[src/rtl/max_pool_2d_stream_top_macros.svh]
// Assertion macros for the max pooling block. They expect clk and rst_n in scope.
`ifndef MAX_POOL_2D_STREAM_TOP_MACROS_SVH
`define MAX_POOL_2D_STREAM_TOP_MACROS_SVH

// The consequent must hold in the same cycle as the antecedent.
`define MP2D_ASSERT_SAME(label, ante, cons, msg) \
    label: assert property (@(posedge clk) disable iff (!rst_n) (ante) |-> (cons)) \
        else $error(msg);

// The consequent must hold in the cycle after the antecedent.
`define MP2D_ASSERT_NEXT(label, ante, cons, msg) \
    label: assert property (@(posedge clk) disable iff (!rst_n) (ante) |=> (cons)) \
        else $error(msg);

`endif

[src/rtl/mp2d_pkg.sv]
`timescale 1ns / 1ps
`default_nettype none
package mp2d_pkg;

    localparam int POOL_H_DEF   = 2;
    localparam int POOL_W_DEF   = 2;
    localparam int OUT_H_DEF    = 16;
    localparam int OUT_W_DEF    = 16;
    localparam int CHANNELS_DEF = 8;
    localparam int DATA_W_DEF   = 16;

    // Output queue: four words, count runs 0..4.
    localparam int OQ_DEPTH = 4;
    localparam int OQ_AW    = 2;
    localparam int OQ_CW    = 3;

    // Width of a counter over 0..n-1, at least one bit.
    function automatic int cnt_w(input int n);
        return (n > 1) ? $clog2(n) : 1;
    endfunction

endpackage
`default_nettype wire

[src/rtl/mp2d_sample_if.sv]
`timescale 1ns / 1ps
`default_nettype none
interface mp2d_sample_if #(
    parameter int DATA_W = mp2d_pkg::DATA_W_DEF
);
    logic                     valid;
    logic                     ready;
    logic signed [DATA_W-1:0] sample;

    modport source (output valid, output sample, input ready);
    modport sink (input valid, input sample, output ready);
endinterface
`default_nettype wire

[src/rtl/mp2d_pooled_if.sv]
`timescale 1ns / 1ps
`default_nettype none
interface mp2d_pooled_if #(
    parameter int DATA_W = mp2d_pkg::DATA_W_DEF
);
    logic              valid;
    logic              ready;
    logic [DATA_W-2:0] pooled;
    logic              frame_last;

    modport source (output valid, output pooled, output frame_last, input ready);
    modport sink (input valid, input pooled, input frame_last, output ready);
endinterface
`default_nettype wire

[src/rtl/mp2d_out_fifo.sv]
`timescale 1ns / 1ps
`default_nettype none
module mp2d_out_fifo #(
    parameter int W = mp2d_pkg::DATA_W_DEF
) (
    input  wire logic                    clk,
    input  wire logic                    rst_n,
    input  wire logic                    push,
    input  wire logic [W-1:0]            push_data,
    output logic                         pop_valid,
    input  wire logic                    pop_ready,
    output logic [W-1:0]                 pop_data,
    output logic [mp2d_pkg::OQ_CW-1:0]   count
);
    import mp2d_pkg::*;

    logic [W-1:0]     mem [OQ_DEPTH];
    logic [OQ_AW-1:0] wr_ptr_reg;
    logic [OQ_AW-1:0] rd_ptr_reg;
    logic [OQ_CW-1:0] count_reg;
    logic [OQ_CW-1:0] count_next;
    logic             pop;

    assign pop       = pop_valid && pop_ready;
    assign pop_valid = (count_reg != '0);
    assign pop_data  = mem[rd_ptr_reg];
    assign count     = count_reg;

    always_comb
    begin
        count_next = count_reg;
        if (push && !pop)
        begin
            count_next = count_reg + OQ_CW'(1);
        end
        else if (!push && pop)
        begin
            count_next = count_reg - OQ_CW'(1);
        end
    end

    always_ff @(posedge clk or negedge rst_n)
    begin
        if (!rst_n)
        begin
            wr_ptr_reg <= '0;
            rd_ptr_reg <= '0;
            count_reg  <= '0;
        end
        else
        begin
            if (push)
            begin
                wr_ptr_reg <= wr_ptr_reg + OQ_AW'(1);
            end
            if (pop)
            begin
                rd_ptr_reg <= rd_ptr_reg + OQ_AW'(1);
            end
            count_reg <= count_next;
        end
    end

    always_ff @(posedge clk)
    begin
        if (push)
        begin
            mem[wr_ptr_reg] <= push_data;
        end
    end

endmodule
`default_nettype wire

[src/rtl/max_pool_2d_stream_top.sv]
`timescale 1ns / 1ps
`default_nettype none
// Streaming non-overlapping POOL_H x POOL_W max pooling over a feature map that arrives
// row by row, column by column, channel fastest. Each result is the maximum of zero and
// the window's samples, sent when the window's last sample arrives, with frame_last on
// the final result of a frame. The block takes one sample word per cycle while ready is
// high: each sample does one read of the running-maximum memory in its accept cycle and
// one compare and write back in the next. A four-word output queue decouples the result
// side; ready drops only while that queue, counting the result still being formed, holds
// three or more words. The memory needs no clearing pass after reset, since the first
// sample of a window always overwrites its entry.
module max_pool_2d_stream_top #(
    parameter int POOL_H   = mp2d_pkg::POOL_H_DEF,
    parameter int POOL_W   = mp2d_pkg::POOL_W_DEF,
    parameter int OUT_H    = mp2d_pkg::OUT_H_DEF,
    parameter int OUT_W    = mp2d_pkg::OUT_W_DEF,
    parameter int CHANNELS = mp2d_pkg::CHANNELS_DEF,
    parameter int DATA_W   = mp2d_pkg::DATA_W_DEF
) (
    input wire logic      clk,
    input wire logic      rst_n,
    mp2d_sample_if.sink   samples,
    mp2d_pooled_if.source results
);
    import mp2d_pkg::*;
    `include "max_pool_2d_stream_top_macros.svh"

    localparam int DEPTH = OUT_W * CHANNELS;
    localparam int AW    = cnt_w(DEPTH);
    localparam int MW    = DATA_W - 1;
    localparam int CH_W  = cnt_w(CHANNELS);
    localparam int WC_W  = cnt_w(POOL_W);
    localparam int WR_W  = cnt_w(POOL_H);
    localparam int OC_W  = cnt_w(OUT_W);
    localparam int OR_W  = cnt_w(OUT_H);

    // Position of the next sample.
    logic [CH_W-1:0] ch_reg, ch_next;
    logic [WC_W-1:0] wcol_reg, wcol_next;
    logic [OC_W-1:0] ocol_reg, ocol_next;
    logic [WR_W-1:0] wrow_reg, wrow_next;
    logic [OR_W-1:0] orow_reg, orow_next;

    logic          accept;
    logic [AW-1:0] addr;
    logic [MW-1:0] clamped;
    logic          first_win;
    logic          done_win;
    logic          last_frame;

    // Second stage: read data arrives, compare and write back.
    logic          s1_valid_reg;
    logic          s1_first_reg;
    logic          s1_done_reg;
    logic          s1_last_reg;
    logic [AW-1:0] s1_addr_reg;
    logic [MW-1:0] s1_val_reg;
    logic [MW-1:0] rd_data_reg;
    logic [MW-1:0] s1_base;
    logic [MW-1:0] s1_new;

    // Last write, for a read that was issued on the same edge as that write.
    logic          fwd_valid_reg;
    logic [AW-1:0] fwd_addr_reg;
    logic [MW-1:0] fwd_data_reg;

    logic [MW-1:0] mem [DEPTH];

    logic             push;
    logic [OQ_CW-1:0] oq_count;
    logic [OQ_CW-1:0] oq_used;

    assign accept  = samples.valid && samples.ready;
    assign clamped = samples.sample[DATA_W-1] ? '0 : samples.sample[DATA_W-2:0];
    assign addr    = AW'(ocol_reg) * AW'(CHANNELS) + AW'(ch_reg);

    assign first_win  = (wrow_reg == '0) && (wcol_reg == '0);
    assign done_win   = (wrow_reg == WR_W'(POOL_H - 1)) && (wcol_reg == WC_W'(POOL_W - 1));
    assign last_frame = done_win && (orow_reg == OR_W'(OUT_H - 1))
                        && (ocol_reg == OC_W'(OUT_W - 1)) && (ch_reg == CH_W'(CHANNELS - 1));

    // A result in the second stage still needs a queue slot.
    assign oq_used       = oq_count + OQ_CW'(s1_valid_reg && s1_done_reg);
    assign samples.ready = (oq_used < OQ_CW'(OQ_DEPTH - 1));

    always_comb
    begin
        ch_next   = ch_reg;
        wcol_next = wcol_reg;
        ocol_next = ocol_reg;
        wrow_next = wrow_reg;
        orow_next = orow_reg;
        if (ch_reg == CH_W'(CHANNELS - 1))
        begin
            ch_next = '0;
            if (wcol_reg == WC_W'(POOL_W - 1))
            begin
                wcol_next = '0;
                if (ocol_reg == OC_W'(OUT_W - 1))
                begin
                    ocol_next = '0;
                    if (wrow_reg == WR_W'(POOL_H - 1))
                    begin
                        wrow_next = '0;
                        if (orow_reg == OR_W'(OUT_H - 1))
                        begin
                            orow_next = '0;
                        end
                        else
                        begin
                            orow_next = orow_reg + OR_W'(1);
                        end
                    end
                    else
                    begin
                        wrow_next = wrow_reg + WR_W'(1);
                    end
                end
                else
                begin
                    ocol_next = ocol_reg + OC_W'(1);
                end
            end
            else
            begin
                wcol_next = wcol_reg + WC_W'(1);
            end
        end
        else
        begin
            ch_next = ch_reg + CH_W'(1);
        end
    end

    always_comb
    begin
        if (fwd_valid_reg && (fwd_addr_reg == s1_addr_reg))
        begin
            s1_base = fwd_data_reg;
        end
        else
        begin
            s1_base = rd_data_reg;
        end
        if (s1_first_reg || (s1_val_reg > s1_base))
        begin
            s1_new = s1_val_reg;
        end
        else
        begin
            s1_new = s1_base;
        end
    end

    assign push = s1_valid_reg && s1_done_reg;

    always_ff @(posedge clk or negedge rst_n)
    begin
        if (!rst_n)
        begin
            ch_reg        <= '0;
            wcol_reg      <= '0;
            ocol_reg      <= '0;
            wrow_reg      <= '0;
            orow_reg      <= '0;
            s1_valid_reg  <= 1'b0;
            fwd_valid_reg <= 1'b0;
        end
        else
        begin
            if (accept)
            begin
                ch_reg   <= ch_next;
                wcol_reg <= wcol_next;
                ocol_reg <= ocol_next;
                wrow_reg <= wrow_next;
                orow_reg <= orow_next;
            end
            s1_valid_reg  <= accept;
            fwd_valid_reg <= s1_valid_reg;
        end
    end

    always_ff @(posedge clk)
    begin
        if (accept)
        begin
            s1_first_reg <= first_win;
            s1_done_reg  <= done_win;
            s1_last_reg  <= last_frame;
            s1_addr_reg  <= addr;
            s1_val_reg   <= clamped;
        end
        fwd_addr_reg <= s1_addr_reg;
        fwd_data_reg <= s1_new;
    end

    // Running-maximum memory: one read port, one write port, registered read.
    always_ff @(posedge clk)
    begin
        if (accept)
        begin
            rd_data_reg <= mem[addr];
        end
        if (s1_valid_reg)
        begin
            mem[s1_addr_reg] <= s1_new;
        end
    end

    mp2d_out_fifo #(
        .W(DATA_W)
    ) u_out_fifo (
        .clk       (clk),
        .rst_n     (rst_n),
        .push      (push),
        .push_data ({s1_last_reg, s1_new}),
        .pop_valid (results.valid),
        .pop_ready (results.ready),
        .pop_data  ({results.frame_last, results.pooled}),
        .count     (oq_count)
    );

    `MP2D_ASSERT_SAME(a_queue_room, push, oq_count < OQ_CW'(OQ_DEPTH), "result pushed into a full queue")
    `MP2D_ASSERT_SAME(a_last_wraps, s1_valid_reg && s1_last_reg && s1_done_reg, (ch_reg == '0) && (wcol_reg == '0) && (ocol_reg == '0) && (wrow_reg == '0) && (orow_reg == '0), "position did not wrap after the final word of a frame")
    `MP2D_ASSERT_NEXT(a_queue_used, samples.valid && samples.ready, oq_count <= OQ_CW'(OQ_DEPTH - 1), "sample accepted without queue credit")

endmodule
`default_nettype wire
[src/flat_wrapper.sv]
// flat-port wrapper written by rule: the top's interface ports become plain ports
module max_pool_2d_stream_top_flat import mp2d_pkg::*;
#(
    parameter int POOL_H   = mp2d_pkg::POOL_H_DEF,
    parameter int POOL_W   = mp2d_pkg::POOL_W_DEF,
    parameter int OUT_H    = mp2d_pkg::OUT_H_DEF,
    parameter int OUT_W    = mp2d_pkg::OUT_W_DEF,
    parameter int CHANNELS = mp2d_pkg::CHANNELS_DEF,
    parameter int DATA_W   = mp2d_pkg::DATA_W_DEF
)
  (clk, rst_n, samples_valid, samples_sample, samples_ready, results_valid, results_pooled, results_frame_last, results_ready);
  mp2d_sample_if #(.DATA_W(DATA_W)) samples_i ();
  mp2d_pooled_if #(.DATA_W(DATA_W)) results_i ();
  input wire logic clk;
  input wire logic rst_n;
  input wire logic [$bits(samples_i.valid)-1:0] samples_valid;
  input wire logic [$bits(samples_i.sample)-1:0] samples_sample;
  output wire logic [$bits(samples_i.ready)-1:0] samples_ready;
  output wire logic [$bits(results_i.valid)-1:0] results_valid;
  output wire logic [$bits(results_i.pooled)-1:0] results_pooled;
  output wire logic [$bits(results_i.frame_last)-1:0] results_frame_last;
  input wire logic [$bits(results_i.ready)-1:0] results_ready;
  assign samples_i.valid = samples_valid;
  assign samples_i.sample = samples_sample;
  assign samples_ready = samples_i.ready;
  assign results_valid = results_i.valid;
  assign results_pooled = results_i.pooled;
  assign results_frame_last = results_i.frame_last;
  assign results_i.ready = results_ready;
  max_pool_2d_stream_top #(.POOL_H(POOL_H), .POOL_W(POOL_W), .OUT_H(OUT_H), .OUT_W(OUT_W), .CHANNELS(CHANNELS), .DATA_W(DATA_W)) u_core (.clk(clk), .rst_n(rst_n), .samples(samples_i), .results(results_i));
endmodule
[config.mk]
export PLATFORM = sky130hd
export DESIGN_NAME = max_pool_2d_stream_top_flat
export DESIGN_NICKNAME = d
export VERILOG_FILES = /design/src/rtl/mp2d_pkg.sv /design/src/rtl/mp2d_sample_if.sv /design/src/rtl/mp2d_pooled_if.sv /design/src/rtl/mp2d_out_fifo.sv /design/src/rtl/max_pool_2d_stream_top.sv /design/src/flat_wrapper.sv
export VERILOG_INCLUDE_DIRS = /design/src /design/src/rtl
export SDC_FILE = /design/constraint.sdc
export NUM_CORES = 2
export LEC_CHECK = 0
export ABC_AREA = 1
export BUFFER_PORTS_ARGS = -buffer_cell sky130_fd_sc_hd__buf_2
export CORE_ASPECT_RATIO = 2
export CORE_MARGIN = 4
export CORE_UTILIZATION = 25
export CTS_CLUSTER_SIZE = 16
export DETAILED_ROUTE_END_ITERATION = 16
export GPL_TIMING_DRIVEN = 0
export PLACE_DENSITY = 0.42
export SLEW_MARGIN = 20
export SYNTH_ARGS = -nofsm -noshare
export SYNTH_HDL_FRONTEND = slang
export SYNTH_SLANG_ARGS = --single-unit
[constraint.sdc]
create_clock -name clk -period 9.1 [get_ports clk]
set_clock_uncertainty 0.1 [all_clocks]
set_input_delay 0.91 -clock clk [delete_from_list [all_inputs] [get_ports clk]]
set_output_delay 0.91 -clock clk [all_outputs]
set_load 0.02 [all_outputs]
==> metrics.txt <==
number of flip-flops in the largest register=1,920; outcome=finished clean; routed len/inst=slightly above 30 um; Yosys reg bits=2,068; core footprint=around 0.33 mm^2; top flop regs=u_core.mem: 1920 flops, u_core.u_out_fifo.mem: 64 flops; initial antenna violation count=15; Final Total Pwr=35,900 uW; r2r worst-path depth=23; Critical Path RT=between 9 and 10 ns; peak supply drop=around 0.21 mV; post-CTS setup buffer count=0; Crit Path Class=reg2reg; yosys warns=0; Synth Cell Area=about 0.082 mm^2; DRC viols=0; die height=~820 um; global placement routability congestion=about 0.93; placed cell count=10,957; fillers=33,375; Inserted Clock Buffers=between 150 and 200; post_cts resized=0; DP HPWL=251 mm; port bufs=37; Worst-path clk slew=around 0.070 ns; clk_lat worst skew=0.88 ns; Clock Sinks=2,068; synth unique cells=39; vias after detailed routing=about 55,000; RSZ-0062 raised after global routing=false; total gr overflow=0; Avg Cell Area, Syn=12.8 um^2; Storage cell area=0.0618 mm^2; crit path time final=roughly 5.6 ns; FMAX=between 0.15 and 0.2 GHz; Critical Path AT=between 6 and 7 ns; area of the die=0.338 mm^2; vias in the first global route=around 56,000; Routed WL=343 mm; cts hold-fix bufs=0; post-route insts no fill=~11,000; total global-route track usage=19.8%; power per cell area=between 300 and 400 mW/mm^2; Syn-to-layout area delta=18.4%; CP max FO=52; 1st-pass router iterations=5; worst-margin pin slew=1.17 ns; Root Buffer=clkbuf_16; ANT nets after route=0; htree depth=4; Rows=just under 300; vias per cell=4.85; Most flops, register=u_core.mem; cells after synthesis=6,428; Final Core Density=just under 30%; CP startpoint kind=flop; Seq/Total Area, Yosys=between 70% and 80%; CP Capture Type=flop; Worst Hold Class=in2async; die width=413 um; post-layout net count=6,856; io pins=38; share of layout cells above drive strength 1=between 10% and 20%; Final Setup Violations=0; Multi-input gate area=about 0.019 mm^2; initial core utilization=between 20% and 30%; CTS max path bufs=4; max-slew violations=0; max_slew headroom=between 20% and 30%; CTS tree=done; crit share post-route=about three fifths; Syn Nets=~6,500; largest net degree at the start of global routing=61; DRT iter0 DRCs=4,755; P_leak=just over 0.03 uW; Final Hold Viols=0; Max Cap Viol=0; first-pass GRT wire length=about 460 mm
==> placed cells by master (no fill, tap or decap), types with 25 or more instances in the layout <==
cell / count
nor2_1: 1090
nor2_2: 79
inv_1: 104
buf_2: 115
ha_1: 25
clkbuf_1: 330
clkinv_2: 31
bufinv_16: 27
o22ai_1: 498
buf_6: 59
o21ai_0: 1052
clkbuf_16: 188
edfxtp_1: 2024
nand4_1: 66
nand3_1: 208
nand2_1: 584
o211ai_1: 60
buf_16: 48
nor2_4: 50
buf_4: 29
clkinv_1: 36
==> routing by layer <==
layer | vias to the layer above | wire length, um | global-route usage (%)
li1 | 24379 | - | -
met1 | 27807 | 111000 | 19.1
met2 | 1796 | 182000 | 36.9
met3 | 738 | 12000 | 1.84
met4 | 0 | 37900 | 18.0
met5 | - | 0 | 0
==> worst max-delay path: stages (launching register included) <==
cell,delay (ns)
edfxtp_1,0.55
inv_2,0.20
nand2_1,0.06
nand2_1,0.06
nand2_1,0.06
nor2_2,0.45
nand2_2,0.13
buf_6,0.17
clkbuf_1,0.20
o21ai_0,0.31
inv_1,0.08
ha_1,0.29
nand2_1,0.06
inv_1,0.06
nand3_1,0.06
a31oi_1,0.08
a2111oi_0,0.44
nand2_2,0.14
nand2_4,0.13
buf_2,0.23
nand3_1,0.15
nand2_4,0.53
buf_16,0.31
buf_16,0.29
==> synth_stat cells (all sizes together) <==
cell | n | share of area, %
dfxtp | 22 | 0.54
nand3 | 209 | 1.3
clkbuf | 325 | 1.5
xnor2 | 3 | 0.032
buf | 121 | 0.83
o211ai | 60 | 0.55
o22ai | 498 | 3.8
and3 | 1 | 0.0076
ha | 25 | 0.38
nor3 | 8 | 0.049
a21boi | 1 | 0.0092
a31oi | 1 | 0.0076
nand4 | 66 | 0.50
a21oi | 7 | 0.043
inv | 111 | 0.52
o21ai | 1073 | 6.5
dfrtp | 22 | 0.67
nor2 | 1219 | 5.6
a2111oi | 1 | 0.011
nor4 | 4 | 0.031
a211oi | 1 | 0.0092
xor2 | 5 | 0.053
fa | 1 | 0.024
mux2 | 2 | 0.027
edfxtp | 2024 | 74
nand2 | 614 | 2.9
clkinv | 4 | 0.018
==> final cells by class <==
class                           count  area share (%)
Tap cell                         4335            5.58
Timing Repair Buffer              194            2.98
Clock buffer                      215            4.95
Multi-Input combinational cell   3799            19.2
Clock inverter                    105            1.26
Buffer                            446            1.98
Inverter                          115           0.455
Sequential cell                  2068            63.6
Antenna cell                       12          0.0309
==> report_power, final <==
| part | internal (uW) | switching, uW |
|---|---|---|
| combinational | 3160 | 11900 |
| sequential | 12500 | 142 |
| clock | 4550 | 3680 |
| total | 20200 | 15700 |
==> path summary, 6_finish.rpt <==
check                                                 from                                      to  slack [ns]
setup / recovery           u_core.s1_addr_reg[2]$_DFFE_PP_             u_core.mem[11][5]$_DFFE_PP_        3.50
hold / removal                                       rst_n  u_core.u_out_fifo.count[2]$_DFFE_PN0P_        0.03
setup reg to reg           u_core.s1_addr_reg[2]$_DFFE_PP_             u_core.mem[11][5]$_DFFE_PP_        3.50
hold reg to reg            u_core.s1_addr_reg[1]$_DFFE_PP_          u_core.fwd_addr_reg[1]$_DFF_P_        0.32
max in group asynchronous                            rst_n          u_core.fwd_valid_reg$_DFF_PN0_        8.35
min in group clk                        samples_sample[10]     u_core.s1_val_reg[10]$_SDFFCE_PP0P_        0.23
==> per-stage QoR <==
step	instance area, um^2	setup TNS, ns	hold WS [ns]	setup WS (ns)
2_1_floorplan	82000	0	0.271	4.06
5_1_grt	97100	0	0.0543	3.17
3_5_place_dp	91100	0	0.297	3.47
3_3_place_gp	87600	-1385.05	0.302	-1.19
4_1_cts	97100	0	0.00832	3.41
6_report	97100	0	0.0298	3.50
==> cell families (layout without fill, tap and decap cells) <==
logic type                 count (synthesis)  count (layout)  synth area share (%)
xor gates and xnor gates                   8               8                0.0854
adders and majority gates                 26              26                 0.406
AOI/OAI and AO/OA                       1642            1642                  11.0
and+or+nand+nor                         2121            2121                  10.3
other                                      0              12                     0
muxes                                      2               2                0.0275
buffers and inverters                    561            1075                  2.85
DFF                                     2068            2068                  75.3
Power figures use the tool's default switching activity.
